File: src/rtl/core/kot_pkg.sv
// shared constants, types and helpers of the k-mer occurrence tracker
`timescale 1ns / 1ps
`default_nettype none

package kot_pkg;

  // sizes
  localparam int unsigned MAX_K     = 8;
  localparam int unsigned CODE_W    = 2 * MAX_K;
  localparam int unsigned K_W       = 4;
  localparam int unsigned RUN_W     = 4;
  localparam int unsigned POS_W     = 32;
  localparam int unsigned CNT_W     = 32;
  localparam int unsigned CHAR_W    = 8;
  localparam int unsigned TBL_DEPTH = 1 << CODE_W;

  // register reset value
  localparam logic [K_W-1:0] KMER_LEN_RST = K_W'(MAX_K);

  // ascii symbols of the four bases
  localparam logic [CHAR_W-1:0] CHR_A_UP = 8'h41;
  localparam logic [CHAR_W-1:0] CHR_A_LO = 8'h61;
  localparam logic [CHAR_W-1:0] CHR_C_UP = 8'h43;
  localparam logic [CHAR_W-1:0] CHR_C_LO = 8'h63;
  localparam logic [CHAR_W-1:0] CHR_G_UP = 8'h47;
  localparam logic [CHAR_W-1:0] CHR_G_LO = 8'h67;
  localparam logic [CHAR_W-1:0] CHR_T_UP = 8'h54;
  localparam logic [CHAR_W-1:0] CHR_T_LO = 8'h74;

  // 2-bit base codes
  localparam logic [1:0] BASE_A = 2'd0;
  localparam logic [1:0] BASE_C = 2'd1;
  localparam logic [1:0] BASE_G = 2'd2;
  localparam logic [1:0] BASE_T = 2'd3;

  typedef logic [CODE_W-1:0] code_t;
  typedef logic [POS_W-1:0]  pos_t;
  typedef logic [CNT_W-1:0]  cnt_t;

  // decoded input symbol
  typedef struct packed {
    logic       valid;
    logic [1:0] code;
  } base_t;

  // k-mer produced by the front end for the accepted beat
  typedef struct packed {
    logic  hit;
    code_t code;
    pos_t  start;
  } kmer_item_t;

  // one table entry
  typedef struct packed {
    cnt_t count;
    pos_t last_start;
  } entry_t;

  // map an ascii byte onto a base code
  function automatic base_t base_decode(logic [CHAR_W-1:0] c);
    base_t r;
    r.valid = 1'b1;
    r.code  = BASE_A;
    case (c) inside
      CHR_A_UP, CHR_A_LO: r.code = BASE_A;
      CHR_C_UP, CHR_C_LO: r.code = BASE_C;
      CHR_G_UP, CHR_G_LO: r.code = BASE_G;
      CHR_T_UP, CHR_T_LO: r.code = BASE_T;
      default:            r.valid = 1'b0;
    endcase
    return r;
  endfunction

endpackage

`default_nettype wire

File: src/rtl/core/kot_kmer_front.sv
// front end: base decode, run length, packed k-mer shift line and stream position
`timescale 1ns / 1ps
`default_nettype none

module kot_kmer_front (
  input  wire logic                      clk_i,
  input  wire logic                      rst_ni,
  input  wire logic                      accept_i,
  input  wire logic [kot_pkg::CHAR_W-1:0] base_char_i,
  input  wire logic [kot_pkg::K_W-1:0]    kmer_len_i,
  output kot_pkg::kmer_item_t            item_o
);
  import kot_pkg::*;

  localparam logic [RUN_W-1:0] RUN_MAX = {RUN_W{1'b1}};
  localparam pos_t             POS_MAX = {POS_W{1'b1}};

  code_t            shift_q, shift_d;
  logic [RUN_W-1:0] run_q, run_d;
  pos_t             pos_q, pos_d;

  base_t            base;
  logic [K_W-1:0]   eff_k;
  logic [K_W:0]     code_bits;
  code_t            code_mask;

  // effective k: zero acts as one, above the maximum acts as the maximum
  always_comb begin
    if (kmer_len_i == '0) begin
      eff_k = K_W'(1);
    end else if (kmer_len_i > K_W'(MAX_K)) begin
      eff_k = K_W'(MAX_K);
    end else begin
      eff_k = kmer_len_i;
    end
    code_bits = {eff_k, 1'b0};
  end

  // mask keeping the low 2k bits of the shift line
  always_comb begin
    for (int i = 0; i < CODE_W; i++) begin
      code_mask[i] = (i < int'(code_bits));
    end
  end

  // next state of run, shift line and position
  always_comb begin
    base    = base_decode(base_char_i);
    shift_d = shift_q;
    run_d   = run_q;
    pos_d   = pos_q;
    if (accept_i) begin
      if (pos_q != POS_MAX) begin
        pos_d = pos_q + POS_W'(1);
      end
      if (base.valid) begin
        shift_d = {shift_q[CODE_W-3:0], base.code};
        if (run_q != RUN_MAX) begin
          run_d = run_q + RUN_W'(1);
        end
      end else begin
        run_d = '0;
      end
    end
  end

  // k-mer of the current beat
  always_comb begin
    item_o.hit   = accept_i && base.valid && (run_d >= RUN_W'(eff_k));
    item_o.code  = shift_d & code_mask;
    item_o.start = pos_q - POS_W'(eff_k - K_W'(1));
  end

  always_ff @(posedge clk_i or negedge rst_ni) begin
    if (!rst_ni) begin
      shift_q <= '0;
      run_q   <= '0;
      pos_q   <= '0;
    end else begin
      shift_q <= shift_d;
      run_q   <= run_d;
      pos_q   <= pos_d;
    end
  end

endmodule

`default_nettype wire

File: config.mk
export PLATFORM = sky130hd
export DESIGN_NAME = kot_kmer_front
export DESIGN_NICKNAME = d
export VERILOG_FILES = /design/src/rtl/core/kot_pkg.sv /design/src/rtl/core/kot_kmer_front.sv
export SDC_FILE = /design/constraint.sdc
export NUM_CORES = 1
export LEC_CHECK = 0
export BUFFER_PORTS_ARGS = -buffer_cell sky130_fd_sc_hd__buf_2
export CORE_AREA = 2 2 107 109
export CTS_BUF_LIST = sky130_fd_sc_hd__clkbuf_2
export CTS_CLUSTER_DIAMETER = 120
export CTS_CLUSTER_SIZE = 28
export DETAILED_ROUTE_END_ITERATION = 6
export DIE_AREA = 0 0 109 111
export MAX_ROUTING_LAYER = met4
export SETUP_SLACK_MARGIN = 0.05
export SKIP_CTS_REPAIR_TIMING = 1
export SYNTH_ARGS = -nofsm -noshare
export SYNTH_HDL_FRONTEND = slang
export SYNTH_SLANG_ARGS = --single-unit
File: constraint.sdc
create_clock -name clk_i -period 6.5 [get_ports clk_i]
set_input_delay 1.3 -clock clk_i [delete_from_list [all_inputs] [get_ports clk_i]]
set_output_delay 1.3 -clock clk_i [all_outputs]
set_load 0.05 [all_outputs]
==> results of run 1 <==
## worst max path at each step
stage | start | to | slack (ps) | cells after the start
after CTS | kmer_len_i[3] | item_o[27] | 390 | 14
after detailed placement | kmer_len_i[3] | item_o[27] | 400 | 14
after global placement | kmer_len_i[3] | item_o[27] | 440 | 14
final | kmer_len_i[3] | item_o[29] | 520 | 14
after floorplan | kmer_len_i[2] | item_o[31] | 130 | 13
after global routing | kmer_len_i[3] | item_o[27] | 140 | 15
## area by class of cell
class / count / area [um2]
clock buffer: 5 / 25.0
clock inverter: 2 / 60.1
fill: 1090 / 6180
inverter: 29 / 109
multi-input combinational: 389 / 2870
sequential: 52 / 1300
tap: 143 / 179
timing repair buffer: 67 / 348
## placed cells by master (no fill, tap or decap), types with 22 or more instances in the layout
cell type,Yosys,routed
dfrtp_1,52,52
xnor2_1,38,38
xor2_1,22,22
inv_1,29,29
nor2_1,33,33
buf_2,4,62
nand2_1,29,28
a21oi_1,34,34
a21o_1,23,23
ha_1,40,40
## registers in the layout (all words and copies together), names as in the netlist
name / count
pos_q: 32
run_q: 4
shift_q: 16
## Yosys cell counts (2+ instances only)
master and number:
dfrtp_1 52, ha_1 40, xnor2_1 38, a21oi_1 34
nor2_1 33, inv_1 29, nand2_1 29, a21o_1 23
xor2_1 22, nand3_1 20, mux2_2 13, o21ai_0 12
and3_1 11, nand4_1 10, a31oi_1 9, and4_1 7
clkbuf_1 7, nor3_1 7, o21bai_1 7, a21boi_0 6
nand2b_1 6, o211ai_1 6, nor2b_1 5, o21a_1 5
and2_1 4, buf_2 4, o31a_1 4, mux2i_1 3
o21ai_1 3, a221o_1 2, nor3b_1 2, o2111ai_1 2
## critical path, delay by kind of cell
| kind | cells | cell delay [ps] |
|---|---|---|
| compound gates | 6 | 1590 |
| buf+inv | 3 | 630 |
| xor+xnor | 2 | 350 |
| simple gates | 1 | 160 |
| fa+ha+maj | 2 | 640 |
## logic make-up after synthesis
logic type               share of synthesized area (%)
AND/OR/NAND/NOR                                   16.8
AO/OA/AOI/OAI                                     20.7
other                                           0.0869
flip-flops                                        30.2
XOR/XNOR                                          12.2
buffers and inverters                             3.60
adder cells (fa/ha/maj)                           12.1
multiplexers                                      4.35
## per-layer routing
layer	part of all wire [%]	up-vias
met5	0	-
met2	46	79
met4	1.2	0
li1	-	1873
met3	4.2	10
met1	49	1752
## stage by stage
step / instances / setup slack, ps
after global routing: 687 / 141
after detailed placement: 680 / 399
after CTS: 687 / 392
final: 687 / 523
after floorplan: 481 / 134
after global placement: 680 / 443
## power groups by stage
| stage | sequential (mW) | clock, mW | combinational, mW |
|---|---|---|---|
| after floorplan | 0.381 | 0 | 0.833 |
| after global placement | 0.389 | 0 | 1.01 |
| after detailed placement | 0.392 | 0 | 1.03 |
| after CTS | 0.385 | 0.203 | 1.03 |
| after global routing | 0.393 | 0.215 | 1.10 |
| final | 0.384 | 0.195 | 1.03 |
==> reports/metrics.cfg, run 1 <==
[status]
outcome = completed

[cts]
clk_pin_slew_worst_paths_ps = 240
cts-root-buf = clkbuf_2
clock_insertion_delay_worst_skew_ps = 400
cts.sinks = 52
cts_tree = done
h-tree-depth = 2
ctsLongestPathBuffers = 2
cts_buffers = 5

[synthesis]
synth_edf_count = 0
synth_seq_cells = 52
yosysTopAreaCellShare_pct = 30.2
yosysWarnings = 0
netlist_instances = 481
synth_area_um2 = 4310
synth.distinct_cells = 58
synth-async-reset-ratio_pct = 100
syn-num-nets = 537
ys_seq_area_share_pct = 30.2
synth_area_leaders = dfrtp_1 (30%), ha_1 (12%), xnor2_1 (7.7%)
yosys.area.top_type = dfrtp_1
synth.avg_cell_area_um2 = 8.97
synth-main-ff-cell = dfrtp_1

[floorplan]
die_area_um2 = 12100
rows = 39
start_util_pct = 38.9
core_um2 = 11100
chipWidth_um = 109
fp.dieH_um = 111
io_pins = 64

[power_and_ir_drop]
power.leakage_nw = 2.59
power_frac_clock_pct = 12.2
p_int_mw = 0.750
power_frac_comb_pct = 63.9
sequentialPowerShare_pct = 23.9
p_per_area_nw_per_um2 = 328
switching_share_pct = 53.2
max-vdd-ir-drop_v = 0.000247
p_sw_mw = 0.855
total_power_mw = 1.60

[timing]
grt_setup_unrepaired = no
finClkSkew_ps = 20.9
max_slew_margin_pct = 57.4
setup_viol = 0
tightest_slew_ps = 639
drv_slew = 0
timing.final.crit_share_pct = 92.0
whs_ps = 518
fmax_ghz = 0.167
final_hold_viol_count = 0
final.min_clock_period_ps = 5980
setup_tns_ps = 0

[min_path]
hold_start = pos_q[18]
hold_class = flip-flop to flip-flop
holdPathEnd = pos_q[18]
min_path_cells = 1

[global_routing]
busiest_layer = met2
use_met1_pct = 23.1
use_met2_pct = 26.0
antenna_found_initial = 0
grt_max_degree = 53
grtUsageTotal_pct = 16.7
grt_pass1_wl_um = 16400
grt-ovfl-total = 0
grt_pass1_vias = 3566
met3_usage_pct = 2.29

[setup_path]
endpoint_kind = output pin
cp.arrival_ps = 4680
rrSetupSlack_ps = 4270
required_ps = 5200
slowest_stage = a2111oi_2
slowest_delay_ps = 520
timing.rr.end = pos_q[27]
start_kind = input pin
crit_fanout = 9
criticalPathCategory = input pin to output pin
reg2reg_depth = 7
path_cells = buf_2, inv_1, nand2_1, ha_1, xor2_1, ha_1, o211ai_1, a21oi_1, o22ai_4, a2111oi_2, o211ai_1, o21bai_1, xor2_1, buf_2
r2r-start = pos_q[24]

[layout]
drive_above_1_share_pct = 17.5
syn_to_final_growth_pct = 13.4
fin_area_um2 = 4890
utilization_pct = 44.2
diodes = 0
nNetsFinal = 600

[routing]
antenna_left = 0
firstDrtPassIters = 4
routed_wl_um = 9460
drc_errors = 0
via_count = 3714
drtIter0Drc = 177
viasPerCell = 5.41
wl_per_cell_um = 13.8

[placement]
dp_hpwl_um = 7590
gp_congestion = 0.839
post_dp_cell_area_um2 = 4800
port_buffers = 62

[run]
drv_cap = 0

Power figures use the tool's default switching activity.
==> run 2: changes to the inputs <==
--- a/config.mk
+++ b/config.mk
@@ -5,13 +5,13 @@
 export SDC_FILE = /design/constraint.sdc
 export NUM_CORES = 1
 export LEC_CHECK = 0
-export BUFFER_PORTS_ARGS = -buffer_cell sky130_fd_sc_hd__buf_2
 export CORE_AREA = 2 2 107 109
 export CTS_BUF_LIST = sky130_fd_sc_hd__clkbuf_2
 export CTS_CLUSTER_DIAMETER = 120
 export CTS_CLUSTER_SIZE = 28
 export DETAILED_ROUTE_END_ITERATION = 6
 export DIE_AREA = 0 0 109 111
+export DONT_BUFFER_PORTS = 1
 export MAX_ROUTING_LAYER = met4
 export SETUP_SLACK_MARGIN = 0.05
 export SKIP_CTS_REPAIR_TIMING = 1
==> run 2 against run 1 <==
Compared with the run above: clock-buffer cell count unchanged; register-to-register slack better by 50 ps; fmax down 1.0%; highest routed layer unchanged.
==> reports/metrics.cfg, run 2 (same netlist as run 1, synthesis figures left out) <==
[status]
outcome = completed

[power_and_ir_drop]
total_power_mw = 1.62
p_per_area_nw_per_um2 = 341
power.leakage_nw = 2.45
max-vdd-ir-drop_v = 0.000179

[timing]
fmax_ghz = 0.166
setup_viol = 0
final.min_clock_period_ps = 6040
max_slew_margin_pct = 31.1
drv_slew = 0
grt_setup_unrepaired = no
setup_tns_ps = 0
timing.final.crit_share_pct = 92.9
finClkSkew_ps = 13.3
tightest_slew_ps = 1030
final_hold_viol_count = 0

[layout]
final_cell_mix = dfrtp_1 (52), ha_1 (40), xnor2_1 (38)
largestRegisters = pos_q x32, shift_q x16, run_q x4
num-fill-cells = 1087
seqCellArea_um2 = 1300
diodes = 0
regMostFlops = pos_q
largest_register_ffs = 32
syn_to_final_growth_pct = 10.3
multi_input_area_um2 = 2870
nNetsFinal = 562
final_common_cell = dfrtp_1
drive_above_1_share_pct = 11.3

[setup_path]
start_kind = input pin
cp.arrival_ps = 4740
criticalPathCategory = input pin to output pin
required_ps = 5200
crit_fanout = 18
endpoint_kind = output pin

[placement]
dp_hpwl_um = 7230
gp_congestion = 0.846
port_buffers = 0

[cts]
cts.sinks = 52
cts-root-buf = clkbuf_2
h-tree-depth = 2
ctsLongestPathBuffers = 2
clock_insertion_delay_worst_skew_ps = 410
cts_tree = done
clk_pin_slew_worst_paths_ps = 230
cts_buffers = 5

[routing]
routed_wl_um = 9250
antenna_left = 0
viasPerCell = 5.42
firstDrtPassIters = 4
drc_errors = 0
drtIter0Drc = 149
wl_per_cell_um = 14.3
via_count = 3518

[global_routing]
grt_max_degree = 53
antenna_found_initial = 0
grt_pass1_vias = 3363
grt-ovfl-total = 0
grt_pass1_wl_um = 15400
grtUsageTotal_pct = 15.9

[floorplan]
start_util_pct = 38.9
core_um2 = 11100
chipWidth_um = 109
rows = 39
io_pins = 64
fp.dieH_um = 111
die_area_um2 = 12100

[run]
drv_cap = 0

[min_path]
hold_class = flip-flop to flip-flop

-- run 2: cell types whose count changed in the layout (fill, tap and decap cells not counted), sizes merged --
cell / before / now
buf: 67 / 29
-- run 2: cell type report --
cell class	count	share of cell area (%)
clock buffers	5	0.526
clock inverters	2	1.26
inverters	29	2.29
multi-input cells	389	60.2
flip-flops and latches	52	27.4
well taps	143	3.76
repair buffers	29	4.58
-- run 2: per-stage QoR --
stage	setup slack, ps	cells	instance area (um2)	hold WS (ps)	utilization, %
final	462	649	4760	517	42.9
after global routing	173	649	4760	454	42.9
after CTS	431	649	4760	497	42.9
after detailed placement	436	642	4670	483	42.2
after global placement	515	642	4670	476	42.2
after floorplan	134	481	4320	461	-
-- run 2: layer usage --
layer | part of all wire [%] | up-vias | global-route usage [%]
li1 | - | 1791 | -
met1 | 50 | 1652 | 21.8
met2 | 46 | 67 | 24.8
met3 | 3.6 | 8 | 2.29
met4 | 1.0 | 0 | 3.33
met5 | 0 | - | -
-- run 2: worst max-delay path, cell delays in order --
cell and delay (ps):
nor2_1 20, o21ai_0 410, ha_1 300, nand2_2 190, buf_4 280, ha_1 410
a21o_1 200, o21bai_1 170, a21oi_1 180, o21ai_0 160, o2111a_1 310, or2_1 270
o311ai_2 260, buf_4 250
-- run 2: path summary, 6_finish.rpt --
check                         endpoint  cells past startpoint          start  slack [ps]
setup / recovery            item_o[27]                     14  kmer_len_i[2]         460
hold / removal               pos_q[27]                      1      pos_q[27]         520
setup reg to reg             pos_q[27]                      7      pos_q[24]        4320
hold reg to reg              pos_q[27]                      1      pos_q[27]         520
max in group asynchronous     pos_q[7]                      0         rst_ni        5860
min in group asynchronous  shift_q[14]                      0         rst_ni         530
-- run 2: power breakdown --
group	internal [mW]	switching (mW)	total, mW
combinational	0.328	0.714	1.04
sequential	0.352	0.0315	0.383
clock	0.101	0.0973	0.199
total	0.781	0.842	1.62
